## src/hdl/sha1md_pkg.sv

```systemverilog
`timescale 1ns / 1ps
`default_nettype none
// ----------------------------------------------------------------------------
// sha1md_pkg
// Shared types and constants for the SHA-1 digest engine: round constants,
// initial chain value, controller command and status bundles.
// ----------------------------------------------------------------------------
package sha1md_pkg;

    localparam int ROUNDS      = 80;
    localparam int RND_CNT_W   = 7;
    localparam int DIGEST_WORDS = 5;
    localparam int BLOCK_WORDS = 16;
    localparam int FILL_W      = 6;
    localparam int BYTE_CNT_W  = 61;

    localparam logic [RND_CNT_W-1:0] LAST_ROUND    = RND_CNT_W'(ROUNDS - 1);
    localparam logic [RND_CNT_W-1:0] STAGE1_START  = RND_CNT_W'(20);
    localparam logic [RND_CNT_W-1:0] STAGE2_START  = RND_CNT_W'(40);
    localparam logic [RND_CNT_W-1:0] STAGE3_START  = RND_CNT_W'(60);
    localparam logic [2:0]           LAST_WORD_IDX = 3'(DIGEST_WORDS - 1);

    localparam logic [FILL_W-1:0] FILL_FULL    = FILL_W'(63);
    localparam logic [FILL_W-1:0] FILL_LEN_POS = FILL_W'(56);

    localparam logic [7:0] PAD_BYTE = 8'h80;

    localparam logic [31:0] ROUND_K [4] = '{
        32'h5A827999, 32'h6ED9EBA1, 32'h8F1BBCDC, 32'hCA62C1D6
    };

    localparam logic [31:0] H_INIT [DIGEST_WORDS] = '{
        32'h67452301, 32'hEFCDAB89, 32'h98BADCFE, 32'h10325476, 32'hC3D2E1F0
    };

    // source of the byte written into the block buffer
    typedef enum logic [1:0] {
        SEL_MSG,
        SEL_PAD,
        SEL_ZERO,
        SEL_LEN
    } byte_sel_t;

    typedef struct packed {
        logic       put;          // write one byte at the fill position
        byte_sel_t  byte_sel;
        logic       count_len;    // byte belongs to the message
        logic       load_rounds;  // copy chain value into a..e
        logic       round;        // run one compression round
        logic [1:0] stage;
        logic       fold;         // add a..e into the chain value
        logic       emit;         // load one digest word into the output register
        logic [2:0] word_idx;
        logic       clear;        // back to the initial state
    } cmd_t;

    typedef struct packed {
        logic fill_last;   // next byte completes the block
        logic fill_is_56;  // length field starts here
        logic out_free;    // output register can take a word
    } sts_t;

endpackage
`default_nettype wire

```

## src/hdl/sha1md_ctrl.sv

```systemverilog
`timescale 1ns / 1ps
`default_nettype none
// ----------------------------------------------------------------------------
// sha1md_ctrl
// Sequencer: absorbs items, runs 80 rounds per block, drives byte-wise
// padding and length insertion, then emits the digest words.
// ----------------------------------------------------------------------------
module sha1md_ctrl (
    input  wire logic             clk,
    input  wire logic             rst_n,
    input  wire logic             in_valid,
    input  wire logic             byte_present,
    input  wire logic             end_of_message,
    output logic                  in_stall,
    input  wire sha1md_pkg::sts_t sts,
    output sha1md_pkg::cmd_t      cmd
);
    import sha1md_pkg::*;

    typedef enum logic [2:0] {
        S_IDLE,
        S_ROUND,
        S_FOLD,
        S_PAD80,
        S_PADZ,
        S_LEN,
        S_EMIT
    } state_t;

    state_t               state_reg, state_next;
    state_t               ret_reg, ret_next;
    logic [RND_CNT_W-1:0] cnt_reg, cnt_next;

    assign in_stall = (state_reg != S_IDLE);

    always_comb
    begin
        cmd        = '0;
        state_next = state_reg;
        ret_next   = ret_reg;
        cnt_next   = cnt_reg;
        unique case (state_reg)
            S_IDLE:
            begin
                if (in_valid)
                begin
                    if (byte_present)
                    begin
                        cmd.put       = 1'b1;
                        cmd.byte_sel  = SEL_MSG;
                        cmd.count_len = 1'b1;
                    end
                    if (byte_present && sts.fill_last)
                    begin
                        cmd.load_rounds = 1'b1;
                        cnt_next        = '0;
                        state_next      = S_ROUND;
                        ret_next        = end_of_message ? S_PAD80 : S_IDLE;
                    end
                    else if (end_of_message)
                    begin
                        state_next = S_PAD80;
                    end
                end
            end
            S_ROUND:
            begin
                cmd.round = 1'b1;
                if (cnt_reg < STAGE1_START)
                    cmd.stage = 2'd0;
                else if (cnt_reg < STAGE2_START)
                    cmd.stage = 2'd1;
                else if (cnt_reg < STAGE3_START)
                    cmd.stage = 2'd2;
                else
                    cmd.stage = 2'd3;
                if (cnt_reg == LAST_ROUND)
                    state_next = S_FOLD;
                else
                    cnt_next = cnt_reg + 1'b1;
            end
            S_FOLD:
            begin
                cmd.fold   = 1'b1;
                cnt_next   = '0;
                state_next = ret_reg;
            end
            S_PAD80:
            begin
                cmd.put      = 1'b1;
                cmd.byte_sel = SEL_PAD;
                if (sts.fill_last)
                begin
                    cmd.load_rounds = 1'b1;
                    cnt_next        = '0;
                    ret_next        = S_PADZ;
                    state_next      = S_ROUND;
                end
                else
                begin
                    state_next = S_PADZ;
                end
            end
            S_PADZ:
            begin
                if (sts.fill_is_56)
                begin
                    state_next = S_LEN;
                end
                else
                begin
                    cmd.put      = 1'b1;
                    cmd.byte_sel = SEL_ZERO;
                    if (sts.fill_last)
                    begin
                        cmd.load_rounds = 1'b1;
                        cnt_next        = '0;
                        ret_next        = S_PADZ;
                        state_next      = S_ROUND;
                    end
                end
            end
            S_LEN:
            begin
                cmd.put      = 1'b1;
                cmd.byte_sel = SEL_LEN;
                if (sts.fill_last)
                begin
                    cmd.load_rounds = 1'b1;
                    cnt_next        = '0;
                    ret_next        = S_EMIT;
                    state_next      = S_ROUND;
                end
            end
            S_EMIT:
            begin
                if (sts.out_free)
                begin
                    cmd.emit     = 1'b1;
                    cmd.word_idx = cnt_reg[2:0];
                    if (cnt_reg[2:0] == LAST_WORD_IDX)
                    begin
                        cmd.clear  = 1'b1;
                        cnt_next   = '0;
                        state_next = S_IDLE;
                    end
                    else
                    begin
                        cnt_next = cnt_reg + 1'b1;
                    end
                end
            end
            default:
            begin
                state_next = S_IDLE;
            end
        endcase
    end

    always_ff @(posedge clk or negedge rst_n)
    begin
        if (!rst_n)
        begin
            state_reg <= S_IDLE;
            ret_reg   <= S_IDLE;
            cnt_reg   <= '0;
        end
        else
        begin
            state_reg <= state_next;
            ret_reg   <= ret_next;
            cnt_reg   <= cnt_next;
        end
    end

    a_load_starts_rounds: assert property (@(posedge clk) disable iff (!rst_n)
        cmd.load_rounds |=> (state_reg == S_ROUND) && (cnt_reg == '0))
        else $error("round loop did not start at round zero");

    a_last_round_folds: assert property (@(posedge clk) disable iff (!rst_n)
        (state_reg == S_ROUND) && (cnt_reg == LAST_ROUND) |=> state_reg == S_FOLD)
        else $error("fold did not follow the last round");

    a_round_bound: assert property (@(posedge clk) disable iff (!rst_n)
        (state_reg == S_ROUND) |-> cnt_reg <= LAST_ROUND)
        else $error("round counter out of range");

endmodule
`default_nettype wire

```

## src/hdl/sha1md_dp.sv

```systemverilog
`timescale 1ns / 1ps
`default_nettype none
// ----------------------------------------------------------------------------
// sha1md_dp
// Datapath: block buffer that doubles as the schedule window, round
// registers, chain value, length counter and the output register.
// ----------------------------------------------------------------------------
module sha1md_dp (
    input  wire logic             clk,
    input  wire logic             rst_n,
    input  wire logic [7:0]       msg_byte,
    input  wire sha1md_pkg::cmd_t cmd,
    output sha1md_pkg::sts_t      sts,
    input  wire logic             out_stall,
    output logic                  out_valid,
    output logic [31:0]           digest_word,
    output logic [2:0]            word_index,
    output logic                  last_word
);
    import sha1md_pkg::*;

    logic [31:0]           buf_reg   [BLOCK_WORDS];
    logic [31:0]           rnd_reg   [DIGEST_WORDS];
    logic [31:0]           chain_reg [DIGEST_WORDS];
    logic [FILL_W-1:0]     fill_reg;
    logic [BYTE_CNT_W-1:0] byte_cnt_reg;
    logic                  out_valid_reg;
    logic [31:0]           digest_reg;
    logic [2:0]            index_reg;
    logic                  last_reg;

    logic [63:0] bit_len;
    logic [7:0]  len_byte;
    logic [7:0]  put_byte;
    logic [31:0] cur_word;
    logic [31:0] put_word;
    logic [31:0] sched_mix;
    logic [31:0] sched_new;
    logic [31:0] f_val;
    logic [31:0] temp;

    assign bit_len  = {byte_cnt_reg, 3'b000};
    // length bytes go out most significant first at positions 56..63
    assign len_byte = 8'(bit_len >> {~fill_reg[2:0], 3'b000});

    always_comb
    begin
        unique case (cmd.byte_sel)
            SEL_MSG:  put_byte = msg_byte;
            SEL_PAD:  put_byte = PAD_BYTE;
            SEL_ZERO: put_byte = 8'h00;
            SEL_LEN:  put_byte = len_byte;
            default:  put_byte = 8'h00;
        endcase
    end

    assign cur_word = buf_reg[fill_reg[5:2]];

    // first byte of a word overwrites it, so stale schedule words drop out
    always_comb
    begin
        unique case (fill_reg[1:0])
            2'd0:    put_word = {put_byte, 24'h000000};
            2'd1:    put_word = cur_word | {8'h00, put_byte, 16'h0000};
            2'd2:    put_word = cur_word | {16'h0000, put_byte, 8'h00};
            2'd3:    put_word = cur_word | {24'h000000, put_byte};
            default: put_word = cur_word;
        endcase
    end

    assign sched_mix = buf_reg[13] ^ buf_reg[8] ^ buf_reg[2] ^ buf_reg[0];
    assign sched_new = {sched_mix[30:0], sched_mix[31]};

    always_comb
    begin
        unique case (cmd.stage)
            2'd0:    f_val = (rnd_reg[1] & rnd_reg[2]) | (~rnd_reg[1] & rnd_reg[3]);
            2'd2:    f_val = (rnd_reg[1] & rnd_reg[2]) | (rnd_reg[1] & rnd_reg[3])
                             | (rnd_reg[2] & rnd_reg[3]);
            default: f_val = rnd_reg[1] ^ rnd_reg[2] ^ rnd_reg[3];
        endcase
    end

    assign temp = {rnd_reg[0][26:0], rnd_reg[0][31:27]} + f_val + rnd_reg[4]
                  + buf_reg[0] + ROUND_K[cmd.stage];

    // block buffer and working registers: no reset, always written before use
    always_ff @(posedge clk)
    begin
        if (cmd.round)
        begin
            for (int i = 0; i < BLOCK_WORDS - 1; i++)
                buf_reg[i] <= buf_reg[i + 1];
            buf_reg[BLOCK_WORDS - 1] <= sched_new;
        end
        else if (cmd.put)
        begin
            buf_reg[fill_reg[5:2]] <= put_word;
        end

        if (cmd.load_rounds)
        begin
            for (int i = 0; i < DIGEST_WORDS; i++)
                rnd_reg[i] <= chain_reg[i];
        end
        else if (cmd.round)
        begin
            rnd_reg[4] <= rnd_reg[3];
            rnd_reg[3] <= rnd_reg[2];
            rnd_reg[2] <= {rnd_reg[1][1:0], rnd_reg[1][31:2]};
            rnd_reg[1] <= rnd_reg[0];
            rnd_reg[0] <= temp;
        end

        if (cmd.emit)
        begin
            digest_reg <= chain_reg[cmd.word_idx];
            index_reg  <= cmd.word_idx;
            last_reg   <= (cmd.word_idx == LAST_WORD_IDX);
        end
    end

    always_ff @(posedge clk or negedge rst_n)
    begin
        if (!rst_n)
        begin
            for (int i = 0; i < DIGEST_WORDS; i++)
                chain_reg[i] <= H_INIT[i];
            fill_reg      <= '0;
            byte_cnt_reg  <= '0;
            out_valid_reg <= 1'b0;
        end
        else
        begin
            if (cmd.clear)
            begin
                for (int i = 0; i < DIGEST_WORDS; i++)
                    chain_reg[i] <= H_INIT[i];
                fill_reg     <= '0;
                byte_cnt_reg <= '0;
            end
            else
            begin
                if (cmd.fold)
                begin
                    for (int i = 0; i < DIGEST_WORDS; i++)
                        chain_reg[i] <= chain_reg[i] + rnd_reg[i];
                end
                if (cmd.put)
                    fill_reg <= fill_reg + 1'b1;
                if (cmd.put && cmd.count_len)
                    byte_cnt_reg <= byte_cnt_reg + 1'b1;
            end

            if (cmd.emit)
                out_valid_reg <= 1'b1;
            else if (!out_stall)
                out_valid_reg <= 1'b0;
        end
    end

    assign sts.fill_last  = (fill_reg == FILL_FULL);
    assign sts.fill_is_56 = (fill_reg == FILL_LEN_POS);
    assign sts.out_free   = !out_valid_reg || !out_stall;

    assign out_valid   = out_valid_reg;
    assign digest_word = digest_reg;
    assign word_index  = index_reg;
    assign last_word   = last_reg;

    a_clear_restarts: assert property (@(posedge clk) disable iff (!rst_n)
        cmd.clear |=> (fill_reg == '0) && (byte_cnt_reg == '0))
        else $error("message state not cleared after digest");

endmodule
`default_nettype wire

```

## src/hdl/sha1_message_digest.sv

```systemverilog
`timescale 1ns / 1ps
`default_nettype none
// ----------------------------------------------------------------------------
// sha1_message_digest
// SHA-1 digest of a byte stream: at most one byte per item in, five 32-bit
// digest words out after the end-of-message item.
// ----------------------------------------------------------------------------
//
//  channel  direction  handshake            payload
//  -------  ---------  -------------------  ----------------------------------
//  in       sink       in_valid / in_stall  msg_byte, byte_present,
//                                           end_of_message
//  out      source     out_valid/out_stall  digest_word, word_index, last_word
//
//  A byte item is taken while the sequencer is idle; the item that fills a
//  64-byte block is followed by 80 rounds of the single round unit plus the
//  chain-value fold, during which no item is taken. End of message: the pad
//  byte, zero bytes up to the length field (through a second block when 56 or
//  more bytes were held), an idle step where the length field starts, the
//  length bytes, a compression for each full block, then the five digest
//  words, each sent once the output register is free.
//  After reset the block accepts items at once; no clearing pass is needed.
//  in_stall is high whenever the sequencer is not idle; a stalled last digest
//  word holds in the output register while new input items are taken.
//
module sha1_message_digest (
    input  wire logic        clk,
    input  wire logic        rst_n,
    input  wire logic        in_valid,
    output logic             in_stall,
    input  wire logic [7:0]  msg_byte,
    input  wire logic        byte_present,
    input  wire logic        end_of_message,
    output logic             out_valid,
    input  wire logic        out_stall,
    output logic [31:0]      digest_word,
    output logic [2:0]       word_index,
    output logic             last_word
);
    import sha1md_pkg::*;

    cmd_t cmd;
    sts_t sts;

    // sequencer: decides per cycle whether to absorb, pad, round or emit
    sha1md_ctrl u_ctrl (
        .clk            (clk),
        .rst_n          (rst_n),
        .in_valid       (in_valid),
        .byte_present   (byte_present),
        .end_of_message (end_of_message),
        .in_stall       (in_stall),
        .sts            (sts),
        .cmd            (cmd)
    );

    // datapath: buffer, schedule window, round unit, chain and output register
    sha1md_dp u_dp (
        .clk         (clk),
        .rst_n       (rst_n),
        .msg_byte    (msg_byte),
        .cmd         (cmd),
        .sts         (sts),
        .out_stall   (out_stall),
        .out_valid   (out_valid),
        .digest_word (digest_word),
        .word_index  (word_index),
        .last_word   (last_word)
    );

endmodule
`default_nettype wire

```

## config.mk

```make
export PLATFORM = sky130hd
export DESIGN_NAME = sha1_message_digest
export DESIGN_NICKNAME = d
export VERILOG_FILES = /design/src/hdl/sha1md_pkg.sv /design/src/hdl/sha1md_ctrl.sv /design/src/hdl/sha1md_dp.sv /design/src/hdl/sha1_message_digest.sv
export SDC_FILE = /design/constraint.sdc
export NUM_CORES = 2
export LEC_CHECK = 0
export BUFFER_PORTS_ARGS = -buffer_cell sky130_fd_sc_hd__buf_2
export CORE_ASPECT_RATIO = 0.5
export CORE_MARGIN = 3
export CORE_UTILIZATION = 35
export DETAILED_ROUTE_END_ITERATION = 8
export PLACE_DENSITY = 0.54
export SLEW_MARGIN = 5
export SYNTH_ARGS = -nofsm -noshare
export SYNTH_HDL_FRONTEND = slang
export SYNTH_SLANG_ARGS = --single-unit
```

## constraint.sdc

```tcl
create_clock -name clk -period 9 [get_ports clk]
set_input_delay 0.9 -clock clk [delete_from_list [all_inputs] [get_ports clk]]
set_output_delay 0.9 -clock clk [all_outputs]
set_load 0.01 [all_outputs]
```

After elaboration in Yosys (flattened, before gate mapping) --
Memories as Yosys holds them, arrays and structs flattened. Index checks and enable logic that the tools add are counted.
Word-level totals: bits in registers 277, latch bits 0, RAM bits 672, bits in read-only memories 0, bits of input ports 14, output and inout bits 38, logic and storage cells 182, memories 2
Cells by class: add/sub/neg operators 12, multipliers 0, div/mod/pow operators 0, magnitude comparators 5, equality and inequality tests 28, shift operators 1, mux-type cells 76, bitwise logic cells 24, reductions and logical operators 20
Memories:
- u_dp.buf_reg | depth 16, width 32, rd ports 17, clocked after memory_dff 0, write ports 16, line sha1md_dp.sv:22 | logic [31:0] buf_reg [BLOCK_WORDS];
- u_dp.rnd_reg | depth 5, width 32, rd ports 5, clocked after memory_dff 0, write ports 5, line sha1md_dp.sv:23 | logic [31:0] rnd_reg [DIGEST_WORDS];
Operators by type and width (number):
- $mux 160 | 2
- $mux 32 | 10
- $add 32x32->32 | 9
- $xor 32x32->32 | 5
- $and 32x32->32 | 4
- $pmux 32 s4 | 1
- $mux 61 | 2
- $bmux 32 s3 | 1
- $or 32x32->32 | 3
- $bmux 32 s2 | 1
- $pmux 32 s2 | 1
- $shr 64x6->8 | 1
- $add 61x1->61 const B | 1
- $mux 7 | 7
- $mux 3 | 16
- $pmux 7 s6 | 1
- $not 32->32 | 1
- $or 32x16->32 | 1
- $or 32x24->32 | 1
- $or 32x8->32 | 1
- $pmux 8 s4 | 1
- $reduce_or 32->1 | 1
- $pmux 3 s4 | 2
- $pmux 3 s7 | 1
- other kinds (38) | 92

Logic depth before layout (Yosys ltp) --
depth in word-level cells 12, gate-level depth with buffers 29, gate-level depth less buffers 25

Hierarchy --
A second synthesis with hierarchy kept.
Second synthesis, totals: cell total of the unflattened synthesis 5622, area total of the unflattened synthesis 58925.3 µm²
By module, submodules not included:
- sha1md_dp | times used 1, cells each 5492, area an instance 57874.3 µm², sequential area each 27066.0 µm²
- sha1md_ctrl | times used 1, cells each 130, area an instance 1051.0 µm², sequential area each 325.3 µm²

Worst setup path after synthesis --
OpenSTA, ideal clock, no wires.
path kind register to register, from register u_ctrl.state_reg[0], to memory u_dp.rnd_reg[0][31] (data pin), arrival 6402 ps, data required time 8734 ps, setup slack 2332 ps, stages on the path, launching flop included 24, clock period less this slack 6668 ps, cell sequence dfrtp_1 -> clkbuf_1 -> inv_2 -> nor3_1 -> o21ai_0 -> inv_1 -> ha_1 -> nor2_1 -> inv_1 -> clkbuf_1 -> fa_1 -> fa_1 -> fa_1 -> ha_1 -> nor2b_1 -> o31a_1 -> a31oi_1 -> a21o_1 -> a31oi_1 -> o211a_1 -> o31ai_1 -> a211o_1 -> mux2i_1 -> a21oi_1
RTL lines:
- start, declared | line sha1md_ctrl.sv:30 | state_t state_reg, state_next;
- start signal, assigned | line sha1md_ctrl.sv:170 | state_reg <= state_next;
- end, declared | line sha1md_dp.sv:23

==> results.txt <==
status = complete, no violations
Starting Density = 35.4%
CTS tree = done
initial antenna violation count = 3
DR iter-0 viols = 4864
hold slack = 0.200 ns
die area = 172000 um^2
Nets = 5953
register area share after synthesis = 46.9%
max reg flops = 512
GP Congestion = 0.922
clk sink count = 949
# fillers = 16.0k
Post-synth EDFFs = 708
GRT overflow = 0
Setup crit end kind = flip-flop
Post-synth ARST share = 25.4%
Max Cap Viol = 0
first-pass iteration count of the detailed router = 6
vias in the first global route = 43.8k
pre-CTS setup slack = 1.28 ns
area share of the largest cell type after synthesis = 36.4%
per-cell routed wire length = 24.9 um
Post-CTS Setup Bufs = 0
Arr. time, crit path = 8.24 ns
final cell count without fillers = 7888
share of layout cells above drive strength 1 = 11.1%
Max clock buf depth = 3
Slew @ Worst Pin = 1.20 ns
max-slew violations = 0
Die Wd = 584 um
Req. time, crit path = 9.43 ns
Synthesis Warnings = 0
Syn Nets = 6060
Worst-path clk slew = 0.07 ns
Tcrit/Tclk final = 86.8%
gr usage total = 22.5%
IO Count = 52
average size of a mapped cell = 10.2 um^2
Hold Vio Cnt, Final = 0
FP Rows = 105
pin count of the biggest net entering global routing = 118
area of the core = 165000 um^2
Rel. slew slack = 19.9%
Yosys top cell by area = edfxtp_1
Post-Synthesis Cells = 5717
number of diodes = 0
CP max FO = 45
Final HPWL DP = 127000 um
CTS buffer count = 99
flops & latches, synth = 949
first-pass GRT wire length = 291000 um
Remaining DRCs = 0
ys flop type = edfxtp_1
Final Setup Violations = 0
RSZ-0062 raised after global routing = no
# resized after CTS = 0
hold buffers post-CTS = 0
sequential standard cell area = 27400 um^2
Fmax achieved = 0.128 GHz
drt via density = 5.72
PortBufs = 51
Die Ht = 295 um
footprint of the multi-input gates = 28700 um^2
antenna viol nets, final = 0
H-tree Lvls = 3
Fin Clk Skew = 0.0583 ns
WL final = 196000 um
# placed instances = 7702
Mapped Area = 58400 um^2
Unique masters post-synth = 84
worst skew pair latency = 0.75 ns
setup TNS = 0 ns
worst min-delay path category = primary input to asynchronous set/reset pin
path type of the worst setup path = flip-flop to flip-flop
root buffer cell = clkbuf_16
fin worst setup slack = 1.18 ns
crit start category = flip-flop
minimum clock period = 7.82 ns
Layout area overhead = 10.2%
Vias = 45.1k
Area contributors post-synth = edfxtp_1 36%, o21ai_0 7.4%, dfrtp_1 6.9%
-- worst paths after layout --
check | startpoint | endpoint | slack (ns) | cells after the start
max in group asynchronous | rst_n | u_dp.fill_reg[3] | 7.53 | 2
worst max register to register | u_ctrl.state_reg[2] | u_dp.rnd_reg[0][30] | 1.18 | 22
min in group clk | end_of_message | u_ctrl.ret_reg[0] | 0.45 | 3
worst max-delay path | u_ctrl.state_reg[2] | u_dp.rnd_reg[0][30] | 1.18 | 22
worst min-delay path | rst_n | u_dp.chain_reg[55] | 0.20 | 1
worst min register to register | u_ctrl.ret_reg[1] | u_ctrl.ret_reg[1] | 0.49 | 1
-- kinds of logic (layout without fill, tap and decap cells) --
family	count (synthesis)	after routing	share of synthesized area (%)
multiplexers	255	255	8.07
adder cells (fa/ha/maj)	329	329	8.65
AO/OA/AOI/OAI	1606	1606	15.5
AND/OR/NAND/NOR	1606	1606	11.9
buffers and inverters	656	634	4.27
flip-flops	949	949	46.9
XOR/XNOR	316	316	4.74
-- through the flow --
| step | util [%] | area (um^2) |
|---|---|---|
| finish | 39.1 | 64400 |
| global route | 39.1 | 64400 |
| CTS | 39.1 | 64400 |
| detailed placement | 37.0 | 61000 |
| global placement | 37.0 | 61000 |
| floorplan | - | 58400 |
-- metal layers --
| layer | vias up | GRT usage (%) | share of wire [%] | routed length, um |
|---|---|---|---|---|
| met4 | 2 | 6.31 | 2.9 | 5630 |
| met3 | 307 | 3.68 | 8.2 | 16200 |
| li1 | 20300 | - | - | - |
| met5 | - | 0 | 0.0066 | 13 |
| met1 | 22500 | 32.4 | 44 | 87200 |
| met2 | 1927 | 35.0 | 44 | 87400 |
-- placed cells by master, fill, tap and decap left out, types with 18 or more instances in the layout --
cell	count
nand2_1	901
o21ai_0	862
edfxtp_1	708
a21oi_1	362
inv_1	313
nor2_1	268
ha_1	204
mux4_2	173
xor2_1	160
xnor2_1	156
dfrtp_1	156
fa_1	125
nand3_1	120
a21o_1	117
clkbuf_16	101
mux2i_1	82
dfstp_2	80
buf_4	79
nor3_1	64
buf_2	50
o22ai_1	41
nor2b_1	33
and3_1	31
a211oi_1	30
nand2_2	28
nand4_1	25
nand2b_1	24
o221ai_1	24
a31oi_1	23
o21a_1	19
o31ai_1	19
clkbuf_1	18
-- synth_stat cells, types with 6 or more instances --
cell type	n
o31ai_1	19
or2_2	14
a211o_1	9
a21oi_1	364
o21bai_1	17
inv_1	313
buf_2	19
and4_1	10
nand3_1	121
ha_1	204
or4_1	7
a31oi_1	23
clkbuf_1	256
a211oi_1	30
and2_1	14
mux2i_1	82
buf_1	66
a31o_2	7
a21o_1	117
nor4_1	7
o21a_1	19
or3_1	15
nor3_1	65
nand4_1	25
dfrtp_1	161
o221ai_1	24
a21boi_0	8
o21ai_0	863
nor2_1	272
xor2_1	160
nand2_1	930
nor3b_1	8
o211ai_1	12
fa_1	125
xnor2_1	156
o22ai_1	41
o22a_1	6
mux4_2	173
edfxtp_1	708
and3_1	31
dfstp_2	80
nor2b_1	33
nand2b_1	27
-- layout make-up --
| class | instances | share of cell area [%] |
|---|---|---|
| multi-input combinational | 4112 | 44.6 |
| clock inverter | 60 | 1.12 |
| inverter | 314 | 1.83 |
| timing repair buffer | 134 | 1.46 |
| sequential | 949 | 42.6 |
| clock buffer | 126 | 4.18 |
| tap | 2193 | 4.26 |
-- critical path, cell delays in order, from the launching register on --
cell and delay, ns:
dfrtp_1 0.62, nor3_2 0.25, buf_4 0.53, o21ai_0 0.18, buf_4 0.21, inv_1 0.21, ha_1 0.42, nor2_1 0.13
inv_1 0.78, fa_1 0.58, fa_1 0.59, fa_1 0.43, ha_1 0.26, a211oi_1 0.32, o21bai_1 0.13, a21oi_1 0.32
o211ai_1 0.26, o211ai_1 0.29, o21ai_0 0.24, a211o_1 0.32, a21oi_1 0.17, xor2_1 0.16, o21ai_0 0.08
Power is left out: the tool's default activity adds up to more than one toggle a clock period on the data nets, which glitch-free logic cannot reach.
